===== config.mk =====
export PLATFORM = sky130hd
export DESIGN_NAME = quadrature_encoder_speed_direction_core
export DESIGN_NICKNAME = d
export VERILOG_FILES = /design/src/rtl/core/qesd_pkg.sv /design/src/rtl/core/quadrature_encoder_speed_direction_core.sv /design/src/rtl/core/qesd_front.sv /design/src/rtl/core/qesd_queue.sv /design/src/rtl/core/qesd_back.sv
export SDC_FILE = /design/constraint.sdc
export NUM_CORES = 2
export LEC_CHECK = 0
export BUFFER_PORTS_ARGS = -buffer_cell sky130_fd_sc_hd__buf_4
export CORE_ASPECT_RATIO = 0.8
export CORE_UTILIZATION = 55
export CTS_BUF_LIST = sky130_fd_sc_hd__clkbuf_8
export DETAILED_ROUTE_END_ITERATION = 10
export PLACE_DENSITY = 0.74
export SYNTH_ARGS = -nofsm -noshare
export SYNTH_HDL_FRONTEND = slang
export SYNTH_SLANG_ARGS = --single-unit

===== constraint.sdc =====
create_clock -name aclk -period 9.1 [get_ports aclk]
set_input_delay 0.91 -clock aclk [delete_from_list [all_inputs] [get_ports aclk]]
set_output_delay 0.91 -clock aclk [all_outputs]
set_load 0.02 [all_outputs]

===== src/rtl/core/qesd_pkg.sv =====
`timescale 1ns / 1ps

package qesd_pkg;

    // Operation codes carried in s_tuser
    localparam logic [1:0] OP_EDGE_A = 2'd0;
    localparam logic [1:0] OP_EDGE_B = 2'd1;
    localparam logic [1:0] OP_QUERY  = 2'd2;

    // Configuration register indexes
    localparam logic [1:0] CFG_IDX_INTERVAL  = 2'd0;
    localparam logic [1:0] CFG_IDX_THRESHOLD = 2'd1;

    // Configuration reset values
    localparam logic [19:0] INTERVAL_RESET  = 20'd10000;
    localparam logic [7:0]  THRESHOLD_RESET = 8'd5;

    // Speed arithmetic
    localparam int unsigned   NUM_W       = 43;
    localparam logic [26:0]   PULSE_SCALE = 27'd1000;
    localparam logic [42:0]   NUM_FAR     = 43'd65536000;
    localparam logic [15:0]   COUNT_MAX   = 16'hFFFF;
    localparam logic [31:0]   SPEED_MAX_POS = 32'h7FFF_FFFF;
    localparam logic [31:0]   SPEED_MAX_NEG = 32'h8000_0000;

    typedef enum logic [1:0] {
        KIND_EDGE_A = 2'd0,
        KIND_EDGE_B = 2'd1,
        KIND_QUERY  = 2'd2
    } kind_t;

    typedef struct packed {
        kind_t       kind;
        logic [31:0] time_us;
    } entry_t;

    typedef struct packed {
        logic [19:0] update_interval_us;
        logic [7:0]  direction_threshold;
    } cfg_t;

endpackage


===== src/rtl/core/quadrature_encoder_speed_direction_core.sv =====
`timescale 1ns / 1ps
// Edge items retire one per cycle through the queue while no query is
// in progress. A query runs PREP, SETUP, DIV (a one-bit-a-cycle restoring
// divider) and DONE; edges queue behind it until its result is registered.
// aresetn is synchronous, active low: control and edge state clear to
// zero, direction positive, interval 10000 us, threshold 5; payload and
// queue storage registers are not reset. No clearing pass is needed.
module quadrature_encoder_speed_direction_core #(
    parameter int unsigned QUEUE_DEPTH = 4
) (
    input  logic        aclk,
    input  logic        aresetn,
    input  logic        s_tvalid,
    output logic        s_tready,
    input  logic [31:0] s_tdata,     // [31:0] time_us
    input  logic [1:0]  s_tuser,     // [1:0] operation
    output logic        m_tvalid,
    input  logic        m_tready,
    output logic [31:0] m_tdata,     // [31:0] speed
    output logic        m_tuser,     // [0] reverse
    input  logic        cfg_valid,
    output logic        cfg_ready,
    input  logic [1:0]  cfg_index,
    input  logic [19:0] cfg_data
);

    qesd_pkg::cfg_t   cfg_reg;
    qesd_pkg::entry_t push_entry;
    qesd_pkg::entry_t head;
    logic             push, pop, queue_full, queue_empty;

    assign cfg_ready = 1'b1;

    // Configuration registers
    always_ff @(posedge aclk) begin
        if (!aresetn) begin
            cfg_reg.update_interval_us  <= qesd_pkg::INTERVAL_RESET;
            cfg_reg.direction_threshold <= qesd_pkg::THRESHOLD_RESET;
        end else if (cfg_valid) begin
            case (cfg_index)
                qesd_pkg::CFG_IDX_INTERVAL:  cfg_reg.update_interval_us  <= cfg_data;
                qesd_pkg::CFG_IDX_THRESHOLD: cfg_reg.direction_threshold <= cfg_data[7:0];
                default: ;
            endcase
        end
    end

    qesd_front u_front (
        .s_tvalid   (s_tvalid),
        .s_tready   (s_tready),
        .s_tdata    (s_tdata),
        .s_tuser    (s_tuser),
        .queue_full (queue_full),
        .push       (push),
        .push_entry (push_entry)
    );

    qesd_queue #(
        .DEPTH (QUEUE_DEPTH)
    ) u_queue (
        .aclk       (aclk),
        .aresetn    (aresetn),
        .push       (push),
        .push_entry (push_entry),
        .pop        (pop),
        .head       (head),
        .full       (queue_full),
        .empty      (queue_empty)
    );

    qesd_back u_back (
        .aclk     (aclk),
        .aresetn  (aresetn),
        .cfg      (cfg_reg),
        .head     (head),
        .empty    (queue_empty),
        .pop      (pop),
        .m_tvalid (m_tvalid),
        .m_tready (m_tready),
        .m_tdata  (m_tdata),
        .m_tuser  (m_tuser)
    );

endmodule


===== src/rtl/core/qesd_front.sv =====
`timescale 1ns / 1ps

module qesd_front (
    input  logic                 s_tvalid,
    output logic                 s_tready,
    input  logic [31:0]          s_tdata,     // [31:0] time_us
    input  logic [1:0]           s_tuser,     // [1:0] operation
    input  logic                 queue_full,
    output logic                 push,
    output qesd_pkg::entry_t     push_entry
);

    logic keep;

    // Accept whenever the queue has room
    assign s_tready = !queue_full;

    // Classify the operation; drop unused codes
    always_comb begin
        keep            = 1'b1;
        push_entry.kind = qesd_pkg::KIND_EDGE_A;
        case (s_tuser)
            qesd_pkg::OP_EDGE_A: push_entry.kind = qesd_pkg::KIND_EDGE_A;
            qesd_pkg::OP_EDGE_B: push_entry.kind = qesd_pkg::KIND_EDGE_B;
            qesd_pkg::OP_QUERY:  push_entry.kind = qesd_pkg::KIND_QUERY;
            default:             keep = 1'b0;
        endcase
        push_entry.time_us = s_tdata;
    end

    assign push = s_tvalid && !queue_full && keep;

endmodule


===== src/rtl/core/qesd_queue.sv =====
`timescale 1ns / 1ps

module qesd_queue #(
    parameter int unsigned DEPTH = 4
) (
    input  logic              aclk,
    input  logic              aresetn,
    input  logic              push,
    input  qesd_pkg::entry_t  push_entry,
    input  logic              pop,
    output qesd_pkg::entry_t  head,
    output logic              full,
    output logic              empty
);

    localparam int unsigned PTR_W = (DEPTH > 1) ? $clog2(DEPTH) : 1;
    localparam int unsigned CNT_W = $clog2(DEPTH + 1);
    localparam logic [PTR_W-1:0] PTR_LAST = PTR_W'(DEPTH - 1);
    localparam logic [CNT_W-1:0] CNT_FULL = CNT_W'(DEPTH);

    qesd_pkg::entry_t entry_reg [DEPTH];
    logic [PTR_W-1:0] wr_ptr_reg, wr_ptr_next;
    logic [PTR_W-1:0] rd_ptr_reg, rd_ptr_next;
    logic [CNT_W-1:0] count_reg, count_next;
    logic             do_push, do_pop;

    assign full    = (count_reg == CNT_FULL);
    assign empty   = (count_reg == '0);
    assign head    = entry_reg[rd_ptr_reg];
    assign do_push = push && !full;
    assign do_pop  = pop && !empty;

    // Advance pointers with wrap at the last entry
    always_comb begin
        wr_ptr_next = wr_ptr_reg;
        rd_ptr_next = rd_ptr_reg;
        count_next  = count_reg;
        if (do_push) begin
            wr_ptr_next = (wr_ptr_reg == PTR_LAST) ? '0 : wr_ptr_reg + PTR_W'(1);
        end
        if (do_pop) begin
            rd_ptr_next = (rd_ptr_reg == PTR_LAST) ? '0 : rd_ptr_reg + PTR_W'(1);
        end
        if (do_push && !do_pop) begin
            count_next = count_reg + CNT_W'(1);
        end else if (!do_push && do_pop) begin
            count_next = count_reg - CNT_W'(1);
        end
    end

    always_ff @(posedge aclk) begin
        if (!aresetn) begin
            wr_ptr_reg <= '0;
            rd_ptr_reg <= '0;
            count_reg  <= '0;
        end else begin
            wr_ptr_reg <= wr_ptr_next;
            rd_ptr_reg <= rd_ptr_next;
            count_reg  <= count_next;
        end
    end

    // Store the item
    always_ff @(posedge aclk) begin
        if (do_push) begin
            entry_reg[wr_ptr_reg] <= push_entry;
        end
    end

endmodule


===== src/rtl/core/qesd_back.sv =====
`timescale 1ns / 1ps

module qesd_back (
    input  logic              aclk,
    input  logic              aresetn,
    input  qesd_pkg::cfg_t    cfg,
    input  qesd_pkg::entry_t  head,
    input  logic              empty,
    output logic              pop,
    output logic              m_tvalid,
    input  logic              m_tready,
    output logic [31:0]       m_tdata,
    output logic              m_tuser
);

    typedef enum logic [2:0] {
        S_IDLE,
        S_PREP,
        S_SETUP,
        S_DIV,
        S_DONE
    } state_t;

    localparam int unsigned BIT_W = $clog2(qesd_pkg::NUM_W);

    state_t      state_reg, state_next;
    // Architectural state
    logic [31:0] wst_reg, wst_next;
    logic [15:0] latched_reg, latched_next;
    logic [15:0] running_reg, running_next;
    logic [31:0] edge_a_reg, edge_a_next;
    logic [31:0] edge_b_reg, edge_b_next;
    logic [31:0] gap_a_reg, gap_a_next;
    logic        dir_reg, dir_next;
    logic [7:0]  cd_reg, cd_next;
    // Query working registers
    logic [31:0] t_reg, t_next;
    logic [31:0] d_reg, d_next;
    logic        inwin_reg, inwin_next;
    logic [16:0] cnt_reg, cnt_next;
    logic [42:0] num_reg, num_next;
    logic [31:0] den_reg, den_next;
    logic [31:0] rem_reg, rem_next;
    logic        divzero_reg, divzero_next;
    logic [BIT_W-1:0] bit_cnt_reg, bit_cnt_next;
    // Output register
    logic        m_tvalid_reg, m_tvalid_next;
    logic [31:0] m_tdata_reg, m_tdata_next;
    logic        m_tuser_reg, m_tuser_next;

    logic [15:0] run_inc;
    logic [31:0] win_age;
    logic [31:0] gap_b;
    logic        want_neg;
    logic [21:0] iv3;
    logic [26:0] scaled_cnt;
    logic [32:0] trial;
    logic [31:0] mag_sat;
    logic        out_free;

    assign m_tvalid = m_tvalid_reg;
    assign m_tdata  = m_tdata_reg;
    assign m_tuser  = m_tuser_reg;
    assign pop      = (state_reg == S_IDLE) && !empty;
    assign out_free = !m_tvalid_reg || m_tready;

    // Edge arithmetic
    assign run_inc  = (running_reg == qesd_pkg::COUNT_MAX) ? running_reg
                                                           : running_reg + 16'd1;
    assign win_age  = head.time_us - wst_reg;
    assign gap_b    = head.time_us - edge_a_reg;
    assign want_neg = !(gap_a_reg > gap_b);

    // Query arithmetic
    assign iv3        = {2'b00, cfg.update_interval_us}
                      + {1'b0, cfg.update_interval_us, 1'b0};
    assign scaled_cnt = 27'(cnt_reg) * qesd_pkg::PULSE_SCALE;
    assign trial      = {rem_reg, num_reg[42]} - {1'b0, den_reg};

    // Saturate the magnitude for the current direction
    always_comb begin
        if (dir_reg) begin
            mag_sat = (divzero_reg || num_reg > 43'(qesd_pkg::SPEED_MAX_NEG))
                    ? qesd_pkg::SPEED_MAX_NEG : num_reg[31:0];
        end else begin
            mag_sat = (divzero_reg || num_reg > 43'(qesd_pkg::SPEED_MAX_POS))
                    ? qesd_pkg::SPEED_MAX_POS : num_reg[31:0];
        end
    end

    always_comb begin
        state_next    = state_reg;
        wst_next      = wst_reg;
        latched_next  = latched_reg;
        running_next  = running_reg;
        edge_a_next   = edge_a_reg;
        edge_b_next   = edge_b_reg;
        gap_a_next    = gap_a_reg;
        dir_next      = dir_reg;
        cd_next       = cd_reg;
        t_next        = t_reg;
        d_next        = d_reg;
        inwin_next    = inwin_reg;
        cnt_next      = cnt_reg;
        num_next      = num_reg;
        den_next      = den_reg;
        rem_next      = rem_reg;
        divzero_next  = divzero_reg;
        bit_cnt_next  = bit_cnt_reg;
        m_tvalid_next = m_tvalid_reg && !m_tready;
        m_tdata_next  = m_tdata_reg;
        m_tuser_next  = m_tuser_reg;

        case (state_reg)
            S_IDLE: begin
                if (!empty) begin
                    case (head.kind)
                        qesd_pkg::KIND_EDGE_A: begin
                            // Count the pulse, close the window when due
                            edge_a_next = head.time_us;
                            gap_a_next  = head.time_us - edge_b_reg;
                            if (win_age > {12'd0, cfg.update_interval_us}) begin
                                wst_next     = head.time_us;
                                latched_next = run_inc;
                                running_next = '0;
                            end else begin
                                running_next = run_inc;
                            end
                        end
                        qesd_pkg::KIND_EDGE_B: begin
                            // Filter the direction reading
                            edge_b_next = head.time_us;
                            if (dir_reg == want_neg) begin
                                cd_next = cfg.direction_threshold;
                            end else if (cd_reg != 8'd0) begin
                                cd_next = cd_reg - 8'd1;
                            end else begin
                                dir_next = want_neg;
                                cd_next  = cfg.direction_threshold;
                            end
                        end
                        qesd_pkg::KIND_QUERY: begin
                            t_next     = head.time_us;
                            state_next = S_PREP;
                        end
                        default: ;
                    endcase
                end
            end
            S_PREP: begin
                // Window age, branch choice and total count
                d_next     = t_reg - wst_reg;
                inwin_next = ((t_reg - wst_reg) < {10'd0, iv3});
                cnt_next   = {1'b0, latched_reg} + {1'b0, running_reg};
                state_next = S_SETUP;
            end
            S_SETUP: begin
                // Load dividend and divisor
                if (inwin_reg) begin
                    num_next     = {scaled_cnt, 16'd0};
                    den_next     = {12'd0, cfg.update_interval_us} + d_reg;
                    divzero_next = 1'b0;
                end else begin
                    num_next     = qesd_pkg::NUM_FAR;
                    den_next     = d_reg;
                    divzero_next = (d_reg == 32'd0);
                end
                rem_next     = '0;
                bit_cnt_next = BIT_W'(qesd_pkg::NUM_W - 1);
                state_next   = S_DIV;
            end
            S_DIV: begin
                // One restoring step a cycle; quotient shifts into num
                if (!trial[32]) begin
                    rem_next = trial[31:0];
                    num_next = {num_reg[41:0], 1'b1};
                end else begin
                    rem_next = {rem_reg[30:0], num_reg[42]};
                    num_next = {num_reg[41:0], 1'b0};
                end
                if (bit_cnt_reg == '0) begin
                    state_next = S_DONE;
                end else begin
                    bit_cnt_next = bit_cnt_reg - BIT_W'(1);
                end
            end
            S_DONE: begin
                // Hold until the output register is free
                if (out_free) begin
                    m_tvalid_next = 1'b1;
                    m_tdata_next  = dir_reg ? (32'd0 - mag_sat) : mag_sat;
                    m_tuser_next  = dir_reg;
                    state_next    = S_IDLE;
                end
            end
            default: state_next = S_IDLE;
        endcase
    end

    always_ff @(posedge aclk) begin
        if (!aresetn) begin
            state_reg    <= S_IDLE;
            m_tvalid_reg <= 1'b0;
            wst_reg      <= '0;
            latched_reg  <= '0;
            running_reg  <= '0;
            edge_a_reg   <= '0;
            edge_b_reg   <= '0;
            gap_a_reg    <= '0;
            dir_reg      <= 1'b0;
            cd_reg       <= '0;
        end else begin
            state_reg    <= state_next;
            m_tvalid_reg <= m_tvalid_next;
            wst_reg      <= wst_next;
            latched_reg  <= latched_next;
            running_reg  <= running_next;
            edge_a_reg   <= edge_a_next;
            edge_b_reg   <= edge_b_next;
            gap_a_reg    <= gap_a_next;
            dir_reg      <= dir_next;
            cd_reg       <= cd_next;
        end
    end

    // Payload registers
    always_ff @(posedge aclk) begin
        t_reg       <= t_next;
        d_reg       <= d_next;
        inwin_reg   <= inwin_next;
        cnt_reg     <= cnt_next;
        num_reg     <= num_next;
        den_reg     <= den_next;
        rem_reg     <= rem_next;
        divzero_reg <= divzero_next;
        bit_cnt_reg <= bit_cnt_next;
        m_tdata_reg <= m_tdata_next;
        m_tuser_reg <= m_tuser_next;
    end

endmodule


### Word level (Yosys, flattened, before mapping)

Memories as Yosys holds them, arrays and structs flattened. A register that Yosys moved wholly into a read port is not among the register bits.
Index checks and enable logic that the tools add are counted.

* $add $sub $neg: 16
* multipliers: 1
* divide/modulo/power cells: 0
* $lt $le $gt $ge: 5
* equal/unequal tests: 19
* shift operators: 0
* multiplexer cells: 33
* bitwise logic cells: 3
* reduce and logical (&&, ||, !) cells: 39

Operators by type and width (number)
* $mux W32: 6
* $sub A32 B32 Y32: 4
* $pmux W43 S2: 1
* $pmux W32 S2: 1
* $gt A43 B31 Y1 const B: 1
* $gt A43 B32 Y1 const B: 1
* $mux W43: 1
* $sub A33 B32 Y33: 1
* $add A20 B32 Y32: 1
* $gt A32 B20 Y1: 1
* $gt A32 B32 Y1: 1
* $logic_not A32 Y1: 1
* $lt A32 B22 Y1: 1
* $mux W16: 2
* $sub A1 B32 Y32 const A: 1
* $mul A17 B7 Y24 const B: 1
* $add A20 B21 Y22: 1
* $mux W3: 6
* $add A16 B16 Y17: 1
* $add A16 B1 Y16 const B: 1
* $eq A16 B16 Y1 const B: 1
* $mux W8: 2
* $pmux W3 S5: 1
* $pmux W6 S2: 1
* 31 further kinds: 77

* flip-flop bits (word level): 437
* latch bits: 0
* RAM bits: 136
* ROM bits: 0
* input port bits: 61
* word-level logic and storage cells: 143
* memories: 1

Memories
* u_queue.entry_reg: words 4, width 34, rd ports 1, clocked after Yosys merged registers in 1, wr ports 1, RTL line qesd_queue.sv:21 `qesd_pkg::entry_t entry_reg [DEPTH];`

### Logic depth before layout (Yosys ltp)

* depth in word-level cells: 9
* depth in mapped cells: 30
* gate-level depth less buffers: 28

### Hierarchy

A second synthesis with hierarchy kept.

* cells, all modules: 3879
* area total of the unflattened synthesis: 37800.0 sq um

Modules (own cells, without submodules)
* qesd_back: times used 1, cells each 3492, area an instance 30914.6 sq um, seq. area each 10339.9 sq um
* qesd_queue: times used 1, cells each 229, area an instance 5435.2 sq um, seq. area each 4264.1 sq um
* quadrature_encoder_speed_direction_core: times used 1, cells each 121, area an instance 1178.6 sq um, seq. area each 560.5 sq um
* qesd_front: times used 1, cells each 37, area an instance 271.5 sq um, seq. area each 0.0 sq um

### Worst setup path after synthesis

Ideal clock, no wire load.

* path type: reg2reg
* start: register (tool-made name)
* end: register u_back.cd_reg[1]
* data arrival time: 7.037 ns
* required time: 9.021 ns
* setup slack: 1.984 ns
* cell stages (with the launch flop): 29
* buffers on the path: 3
* cell sequence: dfxtp_1 clkbuf_1 buf_1 mux4_2 fa_1 a21o_1 a21oi_1 o21ai_0 and3_1 o221a_2 a311o_1 a41o_1 o31ai_1 nand2b_1 a21oi_1 xor2_1 ha_1 a21o_1 a21o_1 a21o_1 a21o_1 a221oi_1 nor2_1 a2111oi_2 nor3_1 or3_1 clkbuf_1 or4_1 o211ai_1

RTL lines
* end signal: assignment: RTL line qesd_back.sv:222 `cd_reg <= cd_next;`
* end: declaration: RTL line qesd_back.sv:35 `logic [7:0] cd_reg, cd_next;`

==> results.yml <==
finish:
  stdcell_area_sq_um: 41100
  largest_reg_flops: 136
  layout-drive-gt1-share_pct: 9.93
  area_delta_synth_final_pct: 9.65
  utilization_pct: 61.0
  nets: 4367
hold_path:
  min_from: "s_tdata[31]"
  hold_class: "primary input to flip-flop"
  min_path_cells: 1
synth:
  synthFlopType: "edfxtp_1"
  synthSimpleGateAreaFrac_pct: 14.3
  synth_top_cell_by_area: "edfxtp_1"
  synthTopCellsByArea: "edfxtp_1 (29%), ha_1 (12%), dfxtp_1 (11%)"
  synth_edf_count: 365
  syn_area_sq_um: 37400
  synth_compound_area_share_pct: 16.9
  synth_adder_area_share_pct: 15.3
  syn_inst: 3804
  async_reset_ff_share_pct: 0
  ys_seq_area_share_pct: 40.5
  muxShareOfSynthArea_pct: 3.82
  synth_cell_types: 95
  synth_nets: 4283
  yosysTopAreaCellShare_pct: 29.3
  syn_avg_cell_area_sq_um: 9.84
  synthXorXnorAreaFrac_pct: 5.07
  synth_seq_cells: 575
  yosys_warnings: 0
  synth_top_family_by_area: "compound AO/OA/AOI/OAI gates"
timing:
  fin_crit_sh_pct: 82.7
  slew_headroom_pct: 22.5
  hold_violations: 0
  layout_setup_ws_ps: 1580
  finClkSkew_ps: 47.2
  rsz0062_at_grt: "no"
  final.setup.tns_ps: 0
  worst_slew_pin_slew_ps: 1160
  clock.fmax_mhz: 133
  maxSlewViolCount: 0
  hold-worst-slack_ps: 410
  timing.final.crit_period_ps: 7520
  setup_violations: 0
clock_network:
  clockBufferDepth: 3
  cts_tree: "done"
  insertion_delay_ps: 730
  post_cts_buffers: 0
  cts_hold_buf: 0
  cts_buffers: 93
  cts_sinks: 575
  cts-root-buf: "clkbuf_8"
  htreeDepth: 3
  cts_resized: 0
  clkTransAtPathRegs_ps: 70
grt:
  grt_max_degree: 115
  grt_use_total_pct: 24.4
  gr-total-overflow: 0
  grt_pass1_vias: 26600
  grt_pass1_wl_mm: 138
  antenna_found_initial: 1
worst_setup_path:
  worstSetupPathType: "flip-flop to flip-flop"
  cpPeakStageDelay_ps: 610
  cp_max_fo: 31
  cp_slowest_cell: "a2111oi_2"
  rr_worst_depth: 29
  startpoint_type: "flip-flop"
  worst_ep_required_time_ps: 9730
  critPathArrivalTime_ps: 8160
  crit_top_cell: "a21o_1"
  cp-end-kind: "flip-flop"
floorplan:
  ios: 97
  core_area_sq_um: 67300
  initial_core_util_pct: 55.6
  die_x_microns: 294
  rows: 85
  die_height_microns: 235
  die_area_sq_um: 69100
power_and_ir_drop:
  p_per_area_nw_per_um2: 417
  vdd_ir_drop_max_mv: 0.414
  power_leakage_nw: 16.0
placed_design:
  numPortBuffers: 95
  hpwl_mm: 61.9
  place_congestion: 0.910
  dpl_worst_slack_ps: 1650
  placed_cell_area_sq_um: 39000
detailed_routing:
  antenna_left: 0
  wl_met3_mm: 4.62
  drt_iter0_markers: 2089
  top_layer_used: "met4"
  wl_met2_mm: 35.8
  drtPass1Iterations: 9
  routedWlPerCell_microns: 17.2
  vias: 28100
  wirelength_mm: 83.9
  wl_met1_mm: 41.5
  drc_errors: 2
  drt-vias-per-instance: 5.76
outcome:
  status: "finished with violations"
  violations: "design-rule violations"
job:
  drv_cap: 0
==> worst max-delay path: cells and delay by family (launching register included) <==
family                     cells  cell delay (ps)
AOI/OAI and AO/OA             15             3560
xor gates and xnor gates       1               90
adders and majority gates      3              750
buffers and inverters          3              600
DFF                            1              400
muxes                          1              470
and+or+nand+nor                6             1560
==> metrics by stage <==
step / std cells / power (mW)
2_1_floorplan: 3804 / 12.4
3_3_place_gp: 4706 / 14.5
3_5_place_dp: 4706 / 14.6
4_1_cts: 4879 / 17.1
5_1_grt: 4880 / 18.7
6_report: 4880 / 17.1
==> where the power goes <==
group / switching, mW / total (mW) / internal [mW]
Sequential: 0.387 / 3.96 / 3.57
Combinational: 6.17 / 10.7 / 4.57
Clock: 1.08 / 2.42 / 1.34
Total: 7.63 / 17.1 / 9.48
==> Yosys cell counts (all sizes together), types with 15 or more instances <==
| cell type | n |
|---|---|
| fa | 67 |
| inv | 270 |
| nor3 | 68 |
| nand2b | 36 |
| a21o | 94 |
| edfxtp | 365 |
| o21ai | 151 |
| clkbuf | 100 |
| mux2i | 46 |
| o21a | 35 |
| nor2b | 28 |
| xor2 | 89 |
| o21bai | 25 |
| o211ai | 26 |
| a31oi | 40 |
| nand2 | 390 |
| nor4 | 24 |
| a22o | 15 |
| a21oi | 361 |
| nand4 | 39 |
| and2 | 17 |
| nor2 | 262 |
| nand3 | 118 |
| dfxtp | 210 |
| mux2 | 18 |
| or3 | 36 |
| o31ai | 46 |
| and3 | 41 |
| or2 | 15 |
| a211oi | 33 |
| mux4 | 34 |
| xnor2 | 127 |
| ha | 351 |
| buf | 32 |
==> placed cells by master, fill, tap and decap left out, types with 25 or more instances in the layout <==
master,instances
nand2b_1,36
fa_1,67
or3_1,35
dfxtp_1,209
nand2_1,389
and3_1,41
nor3_1,66
nand3_1,118
o21bai_1,25
a31oi_1,40
nand4_1,38
o21ai_0,140
buf_4,120
mux2i_1,46
o211ai_1,25
edfxtp_1,365
inv_1,291
nor2b_1,28
a21o_1,94
nor2_1,260
o31ai_2,30
xnor2_1,127
o21a_1,35
a21oi_1,359
a211oi_1,30
mux4_2,34
xor2_1,88
clkbuf_8,107
ha_1,351
==> cell families after synthesis <==
logic type | Yosys count
AOI/OAI and AO/OA | 965
xor gates and xnor gates | 216
adders and majority gates | 418
buffers and inverters | 403
DFF | 575
muxes | 98
other | 1
and+or+nand+nor | 1128
==> final timing paths <==
path	endpoint	slack, ps
setup / recovery	u_back.cd_reg[1]$_SDFFE_PN0P_	1580
hold / removal	u_queue.entry_reg[0][31]$_DFFE_PP_	410
setup reg to reg	u_back.cd_reg[1]$_SDFFE_PN0P_	1580
hold reg to reg	u_back.edge_a_reg[24]$_SDFFE_PN0P_	450
==> cell type report <==
class | count | area [sq um]
clock inverter | 66 | 543
fill | 5634 | 26300
clock buffer | 107 | 1470
antenna | 1 | 2.50
tap | 913 | 1140
sequential | 575 | 15200
inverter | 271 | 1020
multi-input combinational | 2826 | 20800
timing repair buffer | 121 | 921
==> per-layer routing <==
metal,track usage [%],up-vias
met5,0,-
met4,6.96,0
met3,4.13,116
met2,36.4,671
met1,36.3,13200
li1,-,14100
Note: power is estimated with default switching activity, not from simulation.
